$ cat config.mk
export PLATFORM = sky130hd
export DESIGN_NAME = at_response_line_parser_top_flat
export DESIGN_NICKNAME = d
export VERILOG_FILES = /design/src/rtl/atrlp_pkg.sv /design/src/rtl/atrlp_in_if.sv /design/src/rtl/atrlp_out_if.sv /design/src/rtl/at_response_line_parser_top.sv /design/src/rtl/atrlp_fifo.sv /design/src/rtl/atrlp_front.sv /design/src/rtl/atrlp_back.sv /design/src/flat_wrapper.sv
export VERILOG_INCLUDE_DIRS = /design/src /design/src/rtl
export SDC_FILE = /design/constraint.sdc
export NUM_CORES = 1
export LEC_CHECK = 0
export ABC_AREA = 1
export BUFFER_PORTS_ARGS = -buffer_cell sky130_fd_sc_hd__buf_2
export CAP_MARGIN = 15
export CORE_MARGIN = 2
export CORE_UTILIZATION = 50
export CTS_BUF_LIST = sky130_fd_sc_hd__clkbuf_2
export CTS_CLUSTER_DIAMETER = 80
export DETAILED_ROUTE_END_ITERATION = 10
export PLACE_DENSITY_LB_ADDON = 0.08
export SLEW_MARGIN = 0
export SYNTH_ARGS = -nofsm -noshare
export SYNTH_HDL_FRONTEND = slang
export SYNTH_SLANG_ARGS = --single-unit
$ cat constraint.sdc
create_clock -name clk -period 7.6 [get_ports clk]
set_clock_uncertainty 0.05 [all_clocks]
set_input_delay 1.14 -clock clk [delete_from_list [all_inputs] [get_ports clk]]
set_output_delay 1.14 -clock clk [all_outputs]
set_load 0.1 [all_outputs]
$ cat src/rtl/at_response_line_parser_top_assert.svh
// Assertion macros shared by the parser modules.
// Each macro expects signals named clk and rst in the scope where it is used.
`ifndef AT_RESPONSE_LINE_PARSER_TOP_ASSERT_SVH
`define AT_RESPONSE_LINE_PARSER_TOP_ASSERT_SVH

// A property that must hold at every clock edge outside reset.
`define AT_ASSERT(label, prop, msg) \
  label: assert property (@(posedge clk) disable iff (rst) (prop)) else $error(msg);

// When the antecedent holds, the consequent must hold in the following cycle.
`define AT_ASSERT_NEXT(label, ante, cons, msg) \
  label: assert property (@(posedge clk) disable iff (rst) (ante) |=> (cons)) else $error(msg);

`endif

$ cat src/rtl/atrlp_pkg.sv
package atrlp_pkg;

  // Receive buffer and line length limits.
  localparam int unsigned RxCapacity = 4096;
  localparam int unsigned LineLimit  = 256;
  localparam int unsigned CountW     = $clog2(RxCapacity + 1);
  localparam int unsigned LenW       = 13;
  localparam int unsigned StatusW    = 10;
  localparam int unsigned KeyCount   = 11;
  localparam int unsigned TextDepth  = 17;
  localparam int unsigned TextW      = 8 * TextDepth;

  // Action codes.
  typedef enum logic [1:0] {
    ActRecv    = 2'd0,
    ActClear   = 2'd1,
    ActRestart = 2'd2
  } action_t;

  // Status word bits; keyword k < 10 sets bit k; KeyReady is a hit index.
  localparam int unsigned StOk     = 0;
  localparam int unsigned StPrompt = 9;
  localparam int unsigned KeyReady = 10;

  // Characters and header sequences.
  localparam logic [7:0]  CharCr  = 8'h0d;
  localparam logic [7:0]  CharLf  = 8'h0a;
  localparam logic [7:0]  CharNul = 8'h00;
  localparam logic [7:0]  CharGt  = ">";
  localparam logic [31:0] HdrList = "+CWL";
  localparam logic [31:0] HdrOkEnd = {"OK", CharCr, CharLf};

  // Keywords, first character in the upper byte so that the newest byte of
  // the text window lines up with the last character.
  localparam logic [15:0]  KwOk       = "OK";
  localparam logic [39:0]  KwError    = "ERROR";
  localparam logic [111:0] KwWifiConn = "WIFI CONNECTED";
  localparam logic [119:0] KwWifiDisc = "WIFI DISCONNECT";
  localparam logic [87:0]  KwGotIp    = "WIFI GOT IP";
  localparam logic [55:0]  KwSendOk   = "SEND OK";
  localparam logic [135:0] KwAlready  = "ALREADY CONNECTED";
  localparam logic [55:0]  KwConnect  = "CONNECT";
  localparam logic [103:0] KwStation  = {"STA", "_CONNECTED"};
  localparam logic [7:0]   KwPrompt   = ">";
  localparam logic [39:0]  KwReady    = "ready";

  // One classified item as it travels from the front part to the back part.
  typedef struct packed {
    logic       is_recv;
    logic       is_clear;
    logic       is_restart;
    logic       is_nul;
    logic       is_gt;
    logic [7:0] rx_byte;
  } item_t;

  // Keyword hits on the text window (newest byte in bits 7:0), given the
  // receive count including the newest byte.
  function automatic logic [KeyCount-1:0] key_hits(input logic [TextW-1:0] text,
                                                   input logic [CountW-1:0] cnt);
    logic [KeyCount-1:0] hits;
    hits[0]  = (cnt >= CountW'($bits(KwOk) / 8)) &&
               (text[$bits(KwOk)-1:0] == KwOk);
    hits[1]  = (cnt >= CountW'($bits(KwError) / 8)) &&
               (text[$bits(KwError)-1:0] == KwError);
    hits[2]  = (cnt >= CountW'($bits(KwWifiConn) / 8)) &&
               (text[$bits(KwWifiConn)-1:0] == KwWifiConn);
    hits[3]  = (cnt >= CountW'($bits(KwWifiDisc) / 8)) &&
               (text[$bits(KwWifiDisc)-1:0] == KwWifiDisc);
    hits[4]  = (cnt >= CountW'($bits(KwGotIp) / 8)) &&
               (text[$bits(KwGotIp)-1:0] == KwGotIp);
    hits[5]  = (cnt >= CountW'($bits(KwSendOk) / 8)) &&
               (text[$bits(KwSendOk)-1:0] == KwSendOk);
    hits[6]  = (cnt >= CountW'($bits(KwAlready) / 8)) &&
               (text[$bits(KwAlready)-1:0] == KwAlready);
    hits[7]  = (cnt >= CountW'($bits(KwConnect) / 8)) &&
               (text[$bits(KwConnect)-1:0] == KwConnect);
    hits[8]  = (cnt >= CountW'($bits(KwStation) / 8)) &&
               (text[$bits(KwStation)-1:0] == KwStation);
    hits[9]  = (cnt >= CountW'($bits(KwPrompt) / 8)) &&
               (text[$bits(KwPrompt)-1:0] == KwPrompt);
    hits[10] = (cnt >= CountW'($bits(KwReady) / 8)) &&
               (text[$bits(KwReady)-1:0] == KwReady);
    return hits;
  endfunction

endpackage

$ cat src/rtl/atrlp_in_if.sv
interface atrlp_in_if;
  logic       valid;
  logic       ready;
  logic [1:0] action;
  logic [7:0] rx_byte;

  modport source(output valid, action, rx_byte, input ready);
  modport sink(input valid, action, rx_byte, output ready);
endinterface

$ cat src/rtl/atrlp_out_if.sv
interface atrlp_out_if;
  logic        valid;
  logic        ready;
  logic [9:0]  status_flags;
  logic        line_accepted;
  logic        line_dropped;
  logic        stream_done;
  logic        restart_seen;
  logic [12:0] message_length;

  modport source(output valid, status_flags, line_accepted, line_dropped, stream_done,
                 restart_seen, message_length, input ready);
  modport sink(input valid, status_flags, line_accepted, line_dropped, stream_done,
               restart_seen, message_length, output ready);
endinterface

$ cat src/rtl/at_response_line_parser_top.sv
// AT response line parser.
// Input channel "bytes" carries one item per modem event: action 0 delivers
// rx_byte, action 1 clears the status flags, action 2 restarts reception
// after a command is sent; action 3 leaves all state unchanged.
// Output channel "report" returns exactly one item per input item, in order,
// holding the status flags after that item and the per-line pulses
// (line accepted, line dropped, stream done, restart seen) with the length.
// Both channels use valid/ready; an item moves on a clock edge where both
// are high.
// A front stage decodes the action and classifies the byte, a two-entry
// queue decouples it from the back stage, and the back stage updates the
// parser state and loads the output register in the same cycle.
// A result turns valid at the clock edge where the back stage pops its item
// from the queue. Throughput: one item per clock cycle while report.ready
// is high, as the back stage updates its state in the cycle that it pops.
// When the receiver stalls, the output register holds its result and the
// queue absorbs up to two more items before bytes.ready drops.
// Synchronous reset (rst high) clears the header window, stream mode, the
// count, the status and match flags, the text window, the queue and the
// output valid.
module at_response_line_parser_top
  import atrlp_pkg::*;
(
  input logic         clk,
  input logic         rst,
  atrlp_in_if.sink    bytes,
  atrlp_out_if.source report
);

  // Front to queue.
  logic  can_push;
  logic  push;
  item_t push_item;

  // Queue to back.
  logic  has_item;
  logic  pop;
  item_t pop_item;

  atrlp_front u_front (
    .bytes     (bytes),
    .can_push  (can_push),
    .push      (push),
    .push_item (push_item)
  );

  atrlp_fifo u_fifo (
    .clk       (clk),
    .rst       (rst),
    .push      (push),
    .push_item (push_item),
    .can_push  (can_push),
    .pop       (pop),
    .has_item  (has_item),
    .pop_item  (pop_item)
  );

  atrlp_back u_back (
    .clk      (clk),
    .rst      (rst),
    .has_item (has_item),
    .pop_item (pop_item),
    .pop      (pop),
    .report   (report)
  );

endmodule

$ cat src/rtl/atrlp_fifo.sv
module atrlp_fifo
  import atrlp_pkg::*;
(
  input  logic  clk,
  input  logic  rst,
  input  logic  push,
  input  item_t push_item,
  output logic  can_push,
  input  logic  pop,
  output logic  has_item,
  output item_t pop_item
);

  item_t      entry [2];
  logic       wr_ptr;
  logic       rd_ptr;
  logic [1:0] count;

  assign can_push = (count != 2'd2);
  assign has_item = (count != 2'd0);
  assign pop_item = entry[rd_ptr];

  always_ff @(posedge clk) begin
    if (rst) begin
      wr_ptr <= 1'b0;
      rd_ptr <= 1'b0;
      count  <= 2'd0;
    end else begin
      if (push) begin
        wr_ptr <= ~wr_ptr;
      end
      if (pop) begin
        rd_ptr <= ~rd_ptr;
      end
      unique case ({push, pop})
        2'b10:   count <= count + 2'd1;
        2'b01:   count <= count - 2'd1;
        default: count <= count;
      endcase
    end
  end

  always_ff @(posedge clk) begin
    if (push) begin
      entry[wr_ptr] <= push_item;
    end
  end

`include "at_response_line_parser_top_assert.svh"

  `AT_ASSERT(a_fifo_count_range, count != 2'd3, "queue count out of range")
  `AT_ASSERT_NEXT(a_fifo_hold, !push && !pop, $stable(count) && $stable(rd_ptr), "queue moved without a push or pop")

endmodule

$ cat src/rtl/atrlp_front.sv
module atrlp_front
  import atrlp_pkg::*;
(
  atrlp_in_if.sink bytes,
  input  logic     can_push,
  output logic     push,
  output item_t    push_item
);

  // Decode the action and pre-classify the byte so the back part only
  // handles state.
  assign bytes.ready = can_push;
  assign push        = bytes.valid && can_push;

  always_comb begin
    push_item.is_recv    = (bytes.action == ActRecv);
    push_item.is_clear   = (bytes.action == ActClear);
    push_item.is_restart = (bytes.action == ActRestart);
    push_item.is_nul     = (bytes.rx_byte == CharNul);
    push_item.is_gt      = (bytes.rx_byte == CharGt);
    push_item.rx_byte    = bytes.rx_byte;
  end

endmodule

$ cat src/rtl/atrlp_back.sv
module atrlp_back
  import atrlp_pkg::*;
(
  input  logic         clk,
  input  logic         rst,
  input  logic         has_item,
  input  item_t        pop_item,
  output logic         pop,
  atrlp_out_if.source  report
);

  logic [31:0]         header_window;
  logic                stream_mode;
  logic [CountW-1:0]   rx_count;
  logic [StatusW-1:0]  status_word;
  logic [StatusW-1:0]  line_match_flags;
  logic                text_ended;
  logic [TextW-1:0]    recent_text;
  logic                ready_match;

  logic [31:0]         header_window_next;
  logic                stream_mode_next;
  logic [CountW-1:0]   rx_count_next;
  logic [StatusW-1:0]  status_word_next;
  logic [StatusW-1:0]  line_match_flags_next;
  logic                text_ended_next;
  logic [TextW-1:0]    recent_text_next;
  logic                ready_match_next;

  logic                accepted;
  logic                dropped;
  logic                done;
  logic                restart;
  logic [LenW-1:0]     length;

  logic                out_valid;

  assign pop          = has_item && (!out_valid || report.ready);
  assign report.valid = out_valid;

  always_comb begin
    logic [KeyCount-1:0] hits;
    logic [CountW-1:0]   cnt;
    logic                line_end;

    header_window_next    = header_window;
    stream_mode_next      = stream_mode;
    rx_count_next         = rx_count;
    status_word_next      = status_word;
    line_match_flags_next = line_match_flags;
    text_ended_next       = text_ended;
    recent_text_next      = recent_text;
    ready_match_next      = ready_match;
    accepted              = 1'b0;
    dropped               = 1'b0;
    done                  = 1'b0;
    restart               = 1'b0;
    length                = '0;
    hits                  = '0;
    cnt                   = rx_count + CountW'(1);
    line_end              = 1'b0;

    if (pop_item.is_clear) begin
      status_word_next = '0;
    end else if (pop_item.is_restart) begin
      rx_count_next         = '0;
      line_match_flags_next = '0;
      text_ended_next       = 1'b0;
      ready_match_next      = 1'b0;
    end else if (pop_item.is_recv) begin
      header_window_next = {header_window[23:0], pop_item.rx_byte};
      if (header_window_next == HdrList) begin
        stream_mode_next = 1'b1;
      end

      if (rx_count < CountW'(RxCapacity)) begin
        rx_count_next = cnt;

        // Keyword search stops at the first zero byte of the text.
        if (!text_ended) begin
          if (pop_item.is_nul) begin
            text_ended_next = 1'b1;
          end else begin
            recent_text_next      = {recent_text[TextW-9:0], pop_item.rx_byte};
            hits                  = key_hits(recent_text_next, cnt);
            line_match_flags_next = line_match_flags | hits[StatusW-1:0];
            ready_match_next      = ready_match | hits[KeyReady];
          end
        end

        if (pop_item.is_gt) begin
          status_word_next[StPrompt] = 1'b1;
        end

        line_end = (cnt >= CountW'(2)) && (header_window_next[7:0] == CharLf) &&
                   (header_window_next[15:8] == CharCr);

        if (stream_mode_next) begin
          if (header_window_next == HdrOkEnd) begin
            stream_mode_next        = 1'b0;
            status_word_next[StOk]  = 1'b1;
            done                    = 1'b1;
            length                  = LenW'(cnt);
          end
        end else if (line_end) begin
          if (cnt < CountW'(LineLimit)) begin
            accepted         = 1'b1;
            length           = LenW'(cnt);
            status_word_next = status_word_next | line_match_flags_next;
            if (ready_match_next) begin
              status_word_next = '0;
              length           = '0;
              restart          = 1'b1;
            end
          end else begin
            dropped = 1'b1;
          end
          rx_count_next         = '0;
          line_match_flags_next = '0;
          text_ended_next       = 1'b0;
          ready_match_next      = 1'b0;
        end
      end else begin
        // Buffer full: the byte is dropped and reception starts over.
        rx_count_next         = '0;
        line_match_flags_next = '0;
        text_ended_next       = 1'b0;
        ready_match_next      = 1'b0;
      end
    end
  end

  always_ff @(posedge clk) begin
    if (rst) begin
      header_window    <= '0;
      stream_mode      <= 1'b0;
      rx_count         <= '0;
      status_word      <= '0;
      line_match_flags <= '0;
      text_ended       <= 1'b0;
      recent_text      <= '0;
      ready_match      <= 1'b0;
      out_valid        <= 1'b0;
    end else begin
      if (pop) begin
        header_window    <= header_window_next;
        stream_mode      <= stream_mode_next;
        rx_count         <= rx_count_next;
        status_word      <= status_word_next;
        line_match_flags <= line_match_flags_next;
        text_ended       <= text_ended_next;
        recent_text      <= recent_text_next;
        ready_match      <= ready_match_next;
        out_valid        <= 1'b1;
      end else if (report.ready) begin
        out_valid <= 1'b0;
      end
    end
  end

  always_ff @(posedge clk) begin
    if (pop) begin
      report.status_flags   <= status_word_next;
      report.line_accepted  <= accepted;
      report.line_dropped   <= dropped;
      report.stream_done    <= done;
      report.restart_seen   <= restart;
      report.message_length <= length;
    end
  end

`include "at_response_line_parser_top_assert.svh"

  `AT_ASSERT(a_count_bound, rx_count <= CountW'(RxCapacity), "receive count beyond capacity")
  `AT_ASSERT(a_restart_clears, !(out_valid && report.restart_seen) || (report.status_flags == '0 && report.message_length == '0), "restart result not cleared")
  `AT_ASSERT_NEXT(a_stream_ends, pop && done, !stream_mode && status_word[StOk], "stream end did not leave stream mode")
  `AT_ASSERT_NEXT(a_stall_holds, out_valid && !report.ready, out_valid, "result lost while stalled")

endmodule
$ cat src/flat_wrapper.sv
// flat-port wrapper written by rule: the top's interface ports become plain ports
module at_response_line_parser_top_flat import atrlp_pkg::*;
  (clk, rst, bytes_valid, bytes_action, bytes_rx_byte, bytes_ready, report_valid, report_status_flags, report_line_accepted, report_line_dropped, report_stream_done, report_restart_seen, report_message_length, report_ready);
  atrlp_in_if bytes_i ();
  atrlp_out_if report_i ();
  input logic clk;
  input logic rst;
  input wire logic [$bits(bytes_i.valid)-1:0] bytes_valid;
  input wire logic [$bits(bytes_i.action)-1:0] bytes_action;
  input wire logic [$bits(bytes_i.rx_byte)-1:0] bytes_rx_byte;
  output wire logic [$bits(bytes_i.ready)-1:0] bytes_ready;
  output wire logic [$bits(report_i.valid)-1:0] report_valid;
  output wire logic [$bits(report_i.status_flags)-1:0] report_status_flags;
  output wire logic [$bits(report_i.line_accepted)-1:0] report_line_accepted;
  output wire logic [$bits(report_i.line_dropped)-1:0] report_line_dropped;
  output wire logic [$bits(report_i.stream_done)-1:0] report_stream_done;
  output wire logic [$bits(report_i.restart_seen)-1:0] report_restart_seen;
  output wire logic [$bits(report_i.message_length)-1:0] report_message_length;
  input wire logic [$bits(report_i.ready)-1:0] report_ready;
  assign bytes_i.valid = bytes_valid;
  assign bytes_i.action = bytes_action;
  assign bytes_i.rx_byte = bytes_rx_byte;
  assign bytes_ready = bytes_i.ready;
  assign report_valid = report_i.valid;
  assign report_status_flags = report_i.status_flags;
  assign report_line_accepted = report_i.line_accepted;
  assign report_line_dropped = report_i.line_dropped;
  assign report_stream_done = report_i.stream_done;
  assign report_restart_seen = report_i.restart_seen;
  assign report_message_length = report_i.message_length;
  assign report_i.ready = report_ready;
  at_response_line_parser_top u_core (.clk(clk), .rst(rst), .bytes(bytes_i), .report(report_i));
endmodule
==> metrics.yaml, run 1 <==
synth_xor_xnor_area_share_pct: 0
syn_to_final_growth_pct: 8.93
synthMuxAreaShare_pct: 0.0902
cp_num_buf_inv: 5
timing.max_cap.violations: 0
synth_seq_cells: 247
yosys.area_share.simple_pct: 26.4
first_pass_iters: 5
grt_pass1_wl_um: 45300
synth.net_count: 1453
synth-compound-area-share_pct: 15.6
drtIter0Drc: 718
io_pins: 43
die_area_mm2: 0.0234
multi_input_area_mm2: 0.00475
slew_violations: 0
syn-instance-count: 1434
start_util_pct: 50.9
register_area_mm2: 0.00548
setup_tns_ps: 0
clk_latency_ps: 820
path_class: "reg2reg"
drc: 0
drt-wirelength-per-cell_um: 14.9
grt_overflow_total: 0
synth_cell_types: 44
relSlewSlack_pct: 21.2
grt_use_total_pct: 23.4
ys.warnings.count: 0
vias_per_cell: 5.30
crit_top_cell: "inv_2"
row_count: 54
power.density_mw_per_mm2: 344
grtUsageMet1_pct: 31.2
setup_viol: 0
yosysSeqAreaShare_pct: 49.3
worstSetupEndpointType: "flop"
synth_fa_ha_area_share_pct: 0.564
crit_family: "buffers and inverters"
required_ps: 8270
grt_most_used_layer: "met2"
ctsHoldBuffers: 0
status: "finished, final reports clean"
place_hpwl_um: 18600
htree_levels: 3
antenna_found_initial: 2
die_x_um: 153
fill_cells: 2127
cts_setup_buffers: 0
numPortBuffers: 42
worst_path_largest_cell_delay_ps: 720
via_count: 9642
clk_path_buf_depth: 3
dp_cells: 1701
grt_pass1_vias: 9157
die_y_um: 153
drive_gt1_share_pct: 14.7
coreArea_mm2: 0.0218
ir_drop_mv: 0.285
start_kind: "flop"
netlist_area_mm2: 0.0111
gp_congestion: 0.947
fmax_mhz: 276
wirelength_um: 27200
min_period_ps: 3620
r2r_setup_slack_ps: 3980
worstPathCellList: "inv_2 > or2_1 > o21ai_2 > inv_2 > nor2_1 > inv_2 > nor2_4 > nand2_4 > inv_2 > buf_4 > o21ai_0 > a21oi_1"
use_met2_pct: 37.1
nets: 1510
grt_max_degree: 116
worstPathMaxFanout: 71
cts_tree: "built"
path_clk_slew_ps: 110
slowest_stage: "dfxtp_1"
syn_area_per_cell_um2: 7.74
cts_root_buf: "clkbuf_2"
worstMarginPinSlew_ps: 1180
synth_top_family_by_area: "simple AND/OR/NAND/NOR gates"
leakage_nw: 4.74
cts_resized: 0
clkSinkCount: 247
antenna_left: 0
arrival_ps: 4300
grtUsageMet3_pct: 5.05
rsz0062_at_grt: "no"
fin_cells: 1819
fin_crit_sh_pct: 47.7
hold_viol: 0
hold_path.class: "reg2reg"
cts_made_buffers: 68
==> sequential cells by signal (all words and copies together), names as in the netlist, 2 cells and up, named ones only <==
| register | flops |
|---|---|
| u_core.u_back.header_window | 24 |
| u_core.u_fifo.entry | 26 |
| u_core.u_back.rx_count | 13 |
| u_core.u_back.report.status_flags | 10 |
| u_core.u_back.report.message_length | 13 |
| u_core.u_back.status_word | 10 |
| u_core.u_back.recent_text | 128 |
| u_core.u_back.line_match_flags | 10 |
| u_core.u_fifo.count | 2 |
==> cell families (layout without fill, tap and decap cells) <==
logic type | count (synthesis) | count (layout)
other | 0 | 1
adders and majority gates | 5 | 5
buffers and inverters | 221 | 325
AOI/OAI and AO/OA | 336 | 336
and+or+nand+nor | 624 | 624
muxes | 1 | 1
DFF | 247 | 247
==> Yosys cell counts, drive strengths merged <==
library cell | instances | area (µm²)
a211oi | 2 | 15.0
a21oi | 140 | 716
a22oi | 3 | 22.5
a31oi | 2 | 12.5
and3 | 7 | 43.8
buf | 22 | 135
clkbuf | 38 | 143
clkinv | 3 | 15.0
dfxtp | 194 | 3880
edfxtp | 53 | 1590
ha | 5 | 62.6
inv | 158 | 593
mux2i | 1 | 10.0
nand2 | 206 | 827
nand3 | 69 | 370
nand3b | 2 | 15.0
nand4 | 35 | 219
nor2 | 227 | 986
nor3 | 36 | 195
nor3b | 2 | 15.0
nor4 | 27 | 169
nor4b | 2 | 17.5
o211ai | 2 | 15.0
o21ai | 182 | 918
o21bai | 3 | 22.5
o22ai | 1 | 6.26
o311ai | 1 | 8.76
or2 | 10 | 62.6
or4 | 1 | 7.51
==> layout by cell type, fill, tap and decap left out, types with 12 or more instances in the layout <==
cell type and count:
buf_2 42, nand3_1 64, nor4_1 27, inv_1 147
nor2_1 202, nor3_1 33, a21oi_1 137, clkbuf_2 98
nand4_1 35, edfxtp_1 53, o21ai_0 148, nand2_1 194
nor2_2 16, dfxtp_1 194, inv_2 12, o21ai_1 32
==> power breakdown <==
group / switching, mW / internal (mW) / total (mW) / leakage, nW
sequential: 0.162 / 1.62 / 1.79 / 2.08
combinational: 1.10 / 0.268 / 1.37 / 2.17
clock: 0.550 / 0.446 / 0.996 / 0.479
total: 1.82 / 2.34 / 4.15 / 4.74
==> path summary, 6_finish.rpt <==
path / from / endpoint / depth (start not counted)
max: flop / u_core.u_back.recent_text[62] / 12
min: u_core.u_fifo.rd_ptr / flop / 1
max reg2reg: flop / u_core.u_back.recent_text[62] / 12
min reg2reg: u_core.u_fifo.rd_ptr / flop / 1
==> metal layers <==
| layer | wire length [µm] | share of wire (%) | vias to the layer above |
|---|---|---|---|
| li1 | - | - | 4943 |
| met1 | 12600 | 46 | 4390 |
| met2 | 12400 | 46 | 238 |
| met3 | 1390 | 5.1 | 69 |
| met4 | 798 | 2.9 | 2 |
| met5 | 7 | 0.026 | - |
==> through the flow <==
stage          setup WS (ps)  cell area [µm²]  hold slack, ps  total power, mW  util [%]
3_3_place_gp            3960            11400             389             3.17      52.4
4_1_cts                 3960            12100             404             4.19      55.4
2_1_floorplan           4130            11100             376             2.91         -
3_5_place_dp            3900            11400             402             3.19      52.4
5_1_grt                 3540            12100             407             4.41      55.4
6_report                3980            12100             400             4.15      55.4
==> cell type report <==
cell class                 count  area share [%]
sequential                   247            45.3
multi-input combinational    966            39.3
inverter                     161            5.05
clock buffer                  98            4.06
tap                          280            2.90
timing repair buffer          47            2.05
clock inverter                19            1.31
antenna                        1          0.0207
==> worst reg2reg max path: cells and delay by family (launching register included) <==
kind / cells / cell delay (ps)
AOI/OAI and AO/OA: 3 / 460
buffers and inverters: 5 / 1450
DFF: 1 / 720
and+or+nand+nor: 4 / 850
Power figures use the tool's default switching activity.
==> run 2, diff against run 1 <==
clock period = 3 ns   (was 7.6 ns; I/O delays follow)
==> metrics.yaml, run 2 (synthesized netlist as in run 1, its figures left out) <==
nets: 1534
fin_crit_sh_pct: 90.3
power.density_mw_per_mm2: 856
clkSinkCount: 247
htree_levels: 3
setup_viol: 0
worstSetupEndpointType: "flop"
hold_viol: 0
die_y_um: 153
fin_area_mm2: 0.0124
final_cell_mix: "nor2_1 (202), dfxtp_1 (194), nand2_1 (193), o21ai_0 (148), inv_1 (147)"
numPortBuffers: 42
min_period_ps: 2710
wirelength_um: 27500
drtIter0Drc: 702
drt-wirelength-per-cell_um: 14.9
vias_per_cell: 5.30
dp_cells: 1713
worstHoldStart: "rst"
rsz0062_at_grt: "no"
die_area_mm2: 0.0234
fill_cells: 2129
r2r_setup_slack_ps: 290
place_ws_ps: 270
hold_slack_ps: 124
drc: 0
first_pass_iters: 7
clk_latency_ps: 820
cts_setup_buffers: 0
reg2reg_to: "u_core.u_back.report.message_length[3]"
grt_max_degree: 100
start_util_pct: 50.9
leakage_nw: 4.88
start_kind: "flop"
antenna_found_initial: 1
grt_use_total_pct: 23.9
slowest_stage: "dfxtp_1"
timing.max_cap.violations: 0
largest_reg_flops: 128
drive_gt1_share_pct: 15.1
setup_tns_ps: 0
required_ps: 3600
layout_commonest_cell: "nor2_1"
dpl-instance-area_mm2: 0.0116
holdPathStages: 3
clk_path_buf_depth: 3
r2r_cells: 12
hold_path.class: "in2reg"
worst_path_largest_cell_delay_ps: 350
min_to: "u_core.u_back.rx_count[12]"
setup_ws_ps: 291
cts_root_buf: "clkbuf_2"
fmax_mhz: 369
grt_pass1_wl_um: 46200
antenna_left: 0
slew_violations: 0
cts_tree: "built"
die_x_um: 153
reg_top3: "u_core.u_back.recent_text: 128 flops, u_core.u_fifo.entry: 26 flops, u_core.u_back.header_window: 24 flops"
path_class: "reg2reg"
worstPathMaxFanout: 16
path_clk_slew_ps: 90
coreArea_mm2: 0.0218
io_pins: 43
relSlewSlack_pct: 57.7
ir_drop_mv: 0.616
via_count: 9784
cts_made_buffers: 67
syn_to_final_growth_pct: 11.5
arrival_ps: 3310
worstPathCellList: "buf_4 > o21ai_1 > inv_1 > nand2_1 > nor3_2 > nand3_1 > nor3_1 > nand2_1 > nor2_2 > a21oi_4 > buf_4 > nor2_2"
grt_pass1_vias: 9378
fin_cells: 1847
gp_congestion: 0.893
row_count: 54
top_register: "u_core.u_back.recent_text"
place_hpwl_um: 18800
worstMarginPinSlew_ps: 629
grt_overflow_total: 0
status: "finished, final reports clean"
==> run 2: cell types whose count changed in the layout (fill, tap and decap cells not counted), moves of 2 or more <==
cell           previous run  this run
dlygate4sd3_1             0        13
buf_4                     5        12
clkinv_1                 11        17
buf_12                    0         5
clkbuf_2                 98        95
clkinvlp_4                2         0
==> run 2: cell type report <==
cell class	instances	area [µm²]	area share, %
Timing Repair Buffer	72	531	4.29
Multi-Input combinational cell	966	4760	38.4
Inverter	161	611	4.93
Clock buffer	95	475	3.84
Tap cell	280	350	2.83
Sequential cell	247	5480	44.2
Clock inverter	25	175	1.42
Antenna cell	1	2.50	0.0202
==> run 2: how the worst max path moves through the flow <==
| stage | start | endpoint | slack (ps) | cells after the start |
|---|---|---|---|---|
| 6_report | flop | u_core.u_back.report.message_length[3] | 290 | 12 |
| 5_1_grt | u_core.u_back.rx_count[1] | u_core.u_back.report.message_length[7] | 30 | 15 |
| 4_1_cts | u_core.u_back.rx_count[1] | u_core.u_back.report.message_length[3] | 250 | 15 |
| 3_5_place_dp | u_core.u_back.rx_count[1] | u_core.u_back.report.message_length[3] | 270 | 15 |
| 3_3_place_gp | u_core.u_back.rx_count[1] | u_core.u_back.report.message_length[4] | 360 | 15 |
| 2_1_floorplan | u_core.u_back.report.valid | u_core.u_fifo.count[1] | 330 | 9 |
==> run 2: repair_timing <==
item / in CTS / in global routing
endpoints found under the hold margin: 28 / 0
hold buffers: 13 / 0
endpoints found under the setup margin: 0 / 13
resized for setup: 0 / 1
==> run 2: through the flow <==
stage,power [mW],util (%)
floorplan,7.38,-
global placement,8.12,53.1
detailed placement,8.16,53.1
CTS,10.7,56.7
global route,11.3,56.7
finish,10.6,56.7
==> run 2: layer usage <==
layer	wire length [µm]	vias up	global-route usage, %
met3	1430	49	4.79
met1	12800	4473	31.8
li1	-	5008	-
met4	566	0	8.11
met2	12700	254	39.0
met5	0	-	0
==> run 2: worst max-delay path: cells and delay by family (launching register included) <==
| kind | cells | cell delay [ps] |
|---|---|---|
| simple gates | 7 | 1300 |
| buf+inv | 3 | 620 |
| flops | 1 | 350 |
| compound gates | 2 | 270 |
==> run 2: report_power, final <==
group / internal, mW / switching, mW
registers: 4.11 / 0.368
logic: 0.746 / 2.87
clock network: 1.11 / 1.39
==> run 3, diff against run 2 <==
ABC_AREA = default   (was 1)
CORE_ASPECT_RATIO = 1.75   (was default)
SKIP_LAST_GASP = 1   (was default)
==> metrics.yaml, run 3 <==
drt-wirelength-per-cell_um: 18.5
cts_made_buffers: 56
required_ps: 3550
seq_power_share_pct: 44.8
p_int_mw: 5.11
hold_path.class: "in2reg"
fin_crit_sh_pct: 95.5
start_kind: "flop"
hold_viol: 0
start_util_pct: 50.5
pwr-share-comb_pct: 30.1
grt_overflow_total: 0
path_class: "reg2reg"
drtIter0Drc: 670
setup_viol: 0
numPortBuffers: 42
antenna_found_initial: 1
status: "finished, final reports clean"
wirelength_um: 32200
power.density_mw_per_mm2: 685
synthTopCellsByArea: "dfxtp_1 (35%), edfxtp_1 (14%), nand2_1 (11%)"
grt_use_total_pct: 27.8
leakage_nw: 4.35
timing.max_cap.violations: 0
yosys.cell_count.top_type: "nand2_1"
syn-instance-count: 1275
final_cell_mix: "nand2_1 (321), dfxtp_1 (193), a21oi_1 (178), clkbuf_2 (82), buf_4 (72)"
nets: 1408
die_x_um: 116
clk_latency_ps: 890
path_clk_slew_ps: 130
ys.warnings.count: 0
grt_pass1_wl_um: 50000
power.share.switching_pct: 41.0
reg_top3: "u_core.u_back.recent_text: 128 flops, u_core.u_fifo.entry: 26 flops, u_core.u_back.header_window: 24 flops"
netlist_area_mm2: 0.0111
worstSetupEndpointType: "flop"
ir_drop_mv: 0.307
synth.net_count: 1294
largest_reg_flops: 128
cts_setup_buffers: 0
drive_gt1_share_pct: 17.5
synth-edff-count: 53
synth_top_area_share_pct: 35.1
die_y_um: 201
cts_root_buf: "clkbuf_2"
top_register: "u_core.u_back.recent_text"
setup_ws_ps: 134
gp_congestion: 0.923
ys_top_cells_by_count: "nand2_1 (321), dfxtp_1 (194), a21oi_1 (178), nor2_1 (67), edfxtp_1 (53)"
vias_per_cell: 5.62
die_area_mm2: 0.0234
layout_commonest_cell: "nand2_1"
yosysSeqAreaShare_pct: 49.5
antenna_left: 0
htree_levels: 2
slew_violations: 0
drc: 0
synth_cell_types: 84
syn_area_per_cell_um2: 8.67
grt_pass1_vias: 9406
clk_path_buf_depth: 3
synth_seq_cells: 247
io_pins: 43
synth-main-ff-cell: "dfxtp_1"
p_switching_mw: 3.56
rsz0062_at_grt: "no"
grt_max_degree: 121
fill_cells: 2094
setup_tns_ps: 0
clkSinkCount: 247
arrival_ps: 3420
first_pass_iters: 5
via_count: 9744
coreArea_mm2: 0.0219
clkPwrFrac_pct: 25.1
syn_to_final_growth_pct: 14.5
row_count: 72
place_hpwl_um: 23300
place_ws_ps: 124
cts_tree: "built"
worstPathMaxFanout: 7
min_period_ps: 2870
synth_area_leader_cell: "dfxtp_1"
fmax_mhz: 349
synthArstFlopShare_pct: 0
relSlewSlack_pct: 51.7
worstMarginPinSlew_ps: 714
## run 3: changes by cell type after synthesis, sizes merged, moves of 19 or more
cell and change:
o21ai -158, nor2 -157, inv -143, nand2 +115, nand3 -55, a21oi +39, nor4bb +19
## run 3: per-stage QoR
step | cell area, µm² | power [mW] | utilization, % | instances | hold WS, ps
floorplan | 11100 | 5.85 | - | 1275 | 381
global placement | 11900 | 6.55 | 54.6 | 1612 | 391
detailed placement | 11900 | 6.55 | 54.6 | 1612 | 400
CTS | 12600 | 8.75 | 57.7 | 1733 | 164
global route | 12700 | 9.08 | 57.8 | 1734 | 216
finish | 12700 | 8.67 | 57.8 | 1734 | 280
## run 3: area by class of cell
cell class	instances	area (µm²)	area share, %
Sequential cell	247	5480	43.3
Multi-Input combinational cell	935	5210	41.2
Timing Repair Buffer	134	1010	7.96
Clock buffer	82	410	3.24
Tap cell	296	370	2.93
Clock inverter	24	121	0.959
Inverter	15	56.3	0.445
Antenna cell	1	2.50	0.0198
## run 3: worst max-delay path, stage by stage (launching register included)
cell and delay (ps):
dfxtp_1 420, ha_1 240, nand3_1 90, buf_4 180, nor3_4 170, mux2_2 380, buf_4 160, nand2_1 130
o21ai_1 100, a21oi_1 360, buf_4 230, nor2_1 50
## run 3: layer usage
metal  vias to the layer above  GRT usage, %  wire length (µm)
met5                         -             0                 0
met4                         0          16.1              1840
met3                        98          4.65              1180
met2                       247          52.1             18000
met1                      4613          27.7             11200
li1                       4786             -                 -
## run 3: cell families (layout without fill, tap and decap cells)
| kind of cell | count (synthesis) | after routing | share of synthesized area [%] |
|---|---|---|---|
| AOI/OAI and AO/OA | 282 | 282 | 15.4 |
| xor gates and xnor gates | 14 | 14 | 1.11 |
| adders and majority gates | 5 | 5 | 0.566 |
| buffers and inverters | 93 | 255 | 3.72 |
| DFF | 247 | 247 | 49.5 |
| muxes | 15 | 15 | 1.44 |
| other | 0 | 1 | 0 |
| and+or+nand+nor | 619 | 619 | 28.3 |
## run 3: power groups by stage
stage	logic (mW)	clock network (mW)	registers [mW]
floorplan	0.953	0	4.90
global placement	2.58	0	3.96
detailed placement	2.59	0	3.96
CTS	2.62	2.25	3.89
global route	2.76	2.41	3.91
finish	2.61	2.18	3.88
## run 3: final timing paths
kind / from / depth (start not counted) / endpoint / slack [ps]
worst max-delay path: u_core.u_back.rx_count[1] / 11 / u_core.u_back.report.message_length[6] / 130
worst min-delay path: bytes_rx_byte[7] / 2 / u_core.u_fifo.entry[0][7] / 280
worst max register to register: u_core.u_back.rx_count[1] / 11 / u_core.u_back.report.message_length[6] / 130
worst min register to register: u_core.u_back.recent_text[126] / 2 / u_core.u_back.recent_text[126] / 410
## run 3: timing repair
item / 4_1_cts / 5_1_grt
gates resized for setup: 0 / 6
hold buffers: 15 / 0
endpoints found under the hold margin: 63 / 0
setup endpoints to repair: 0 / 28
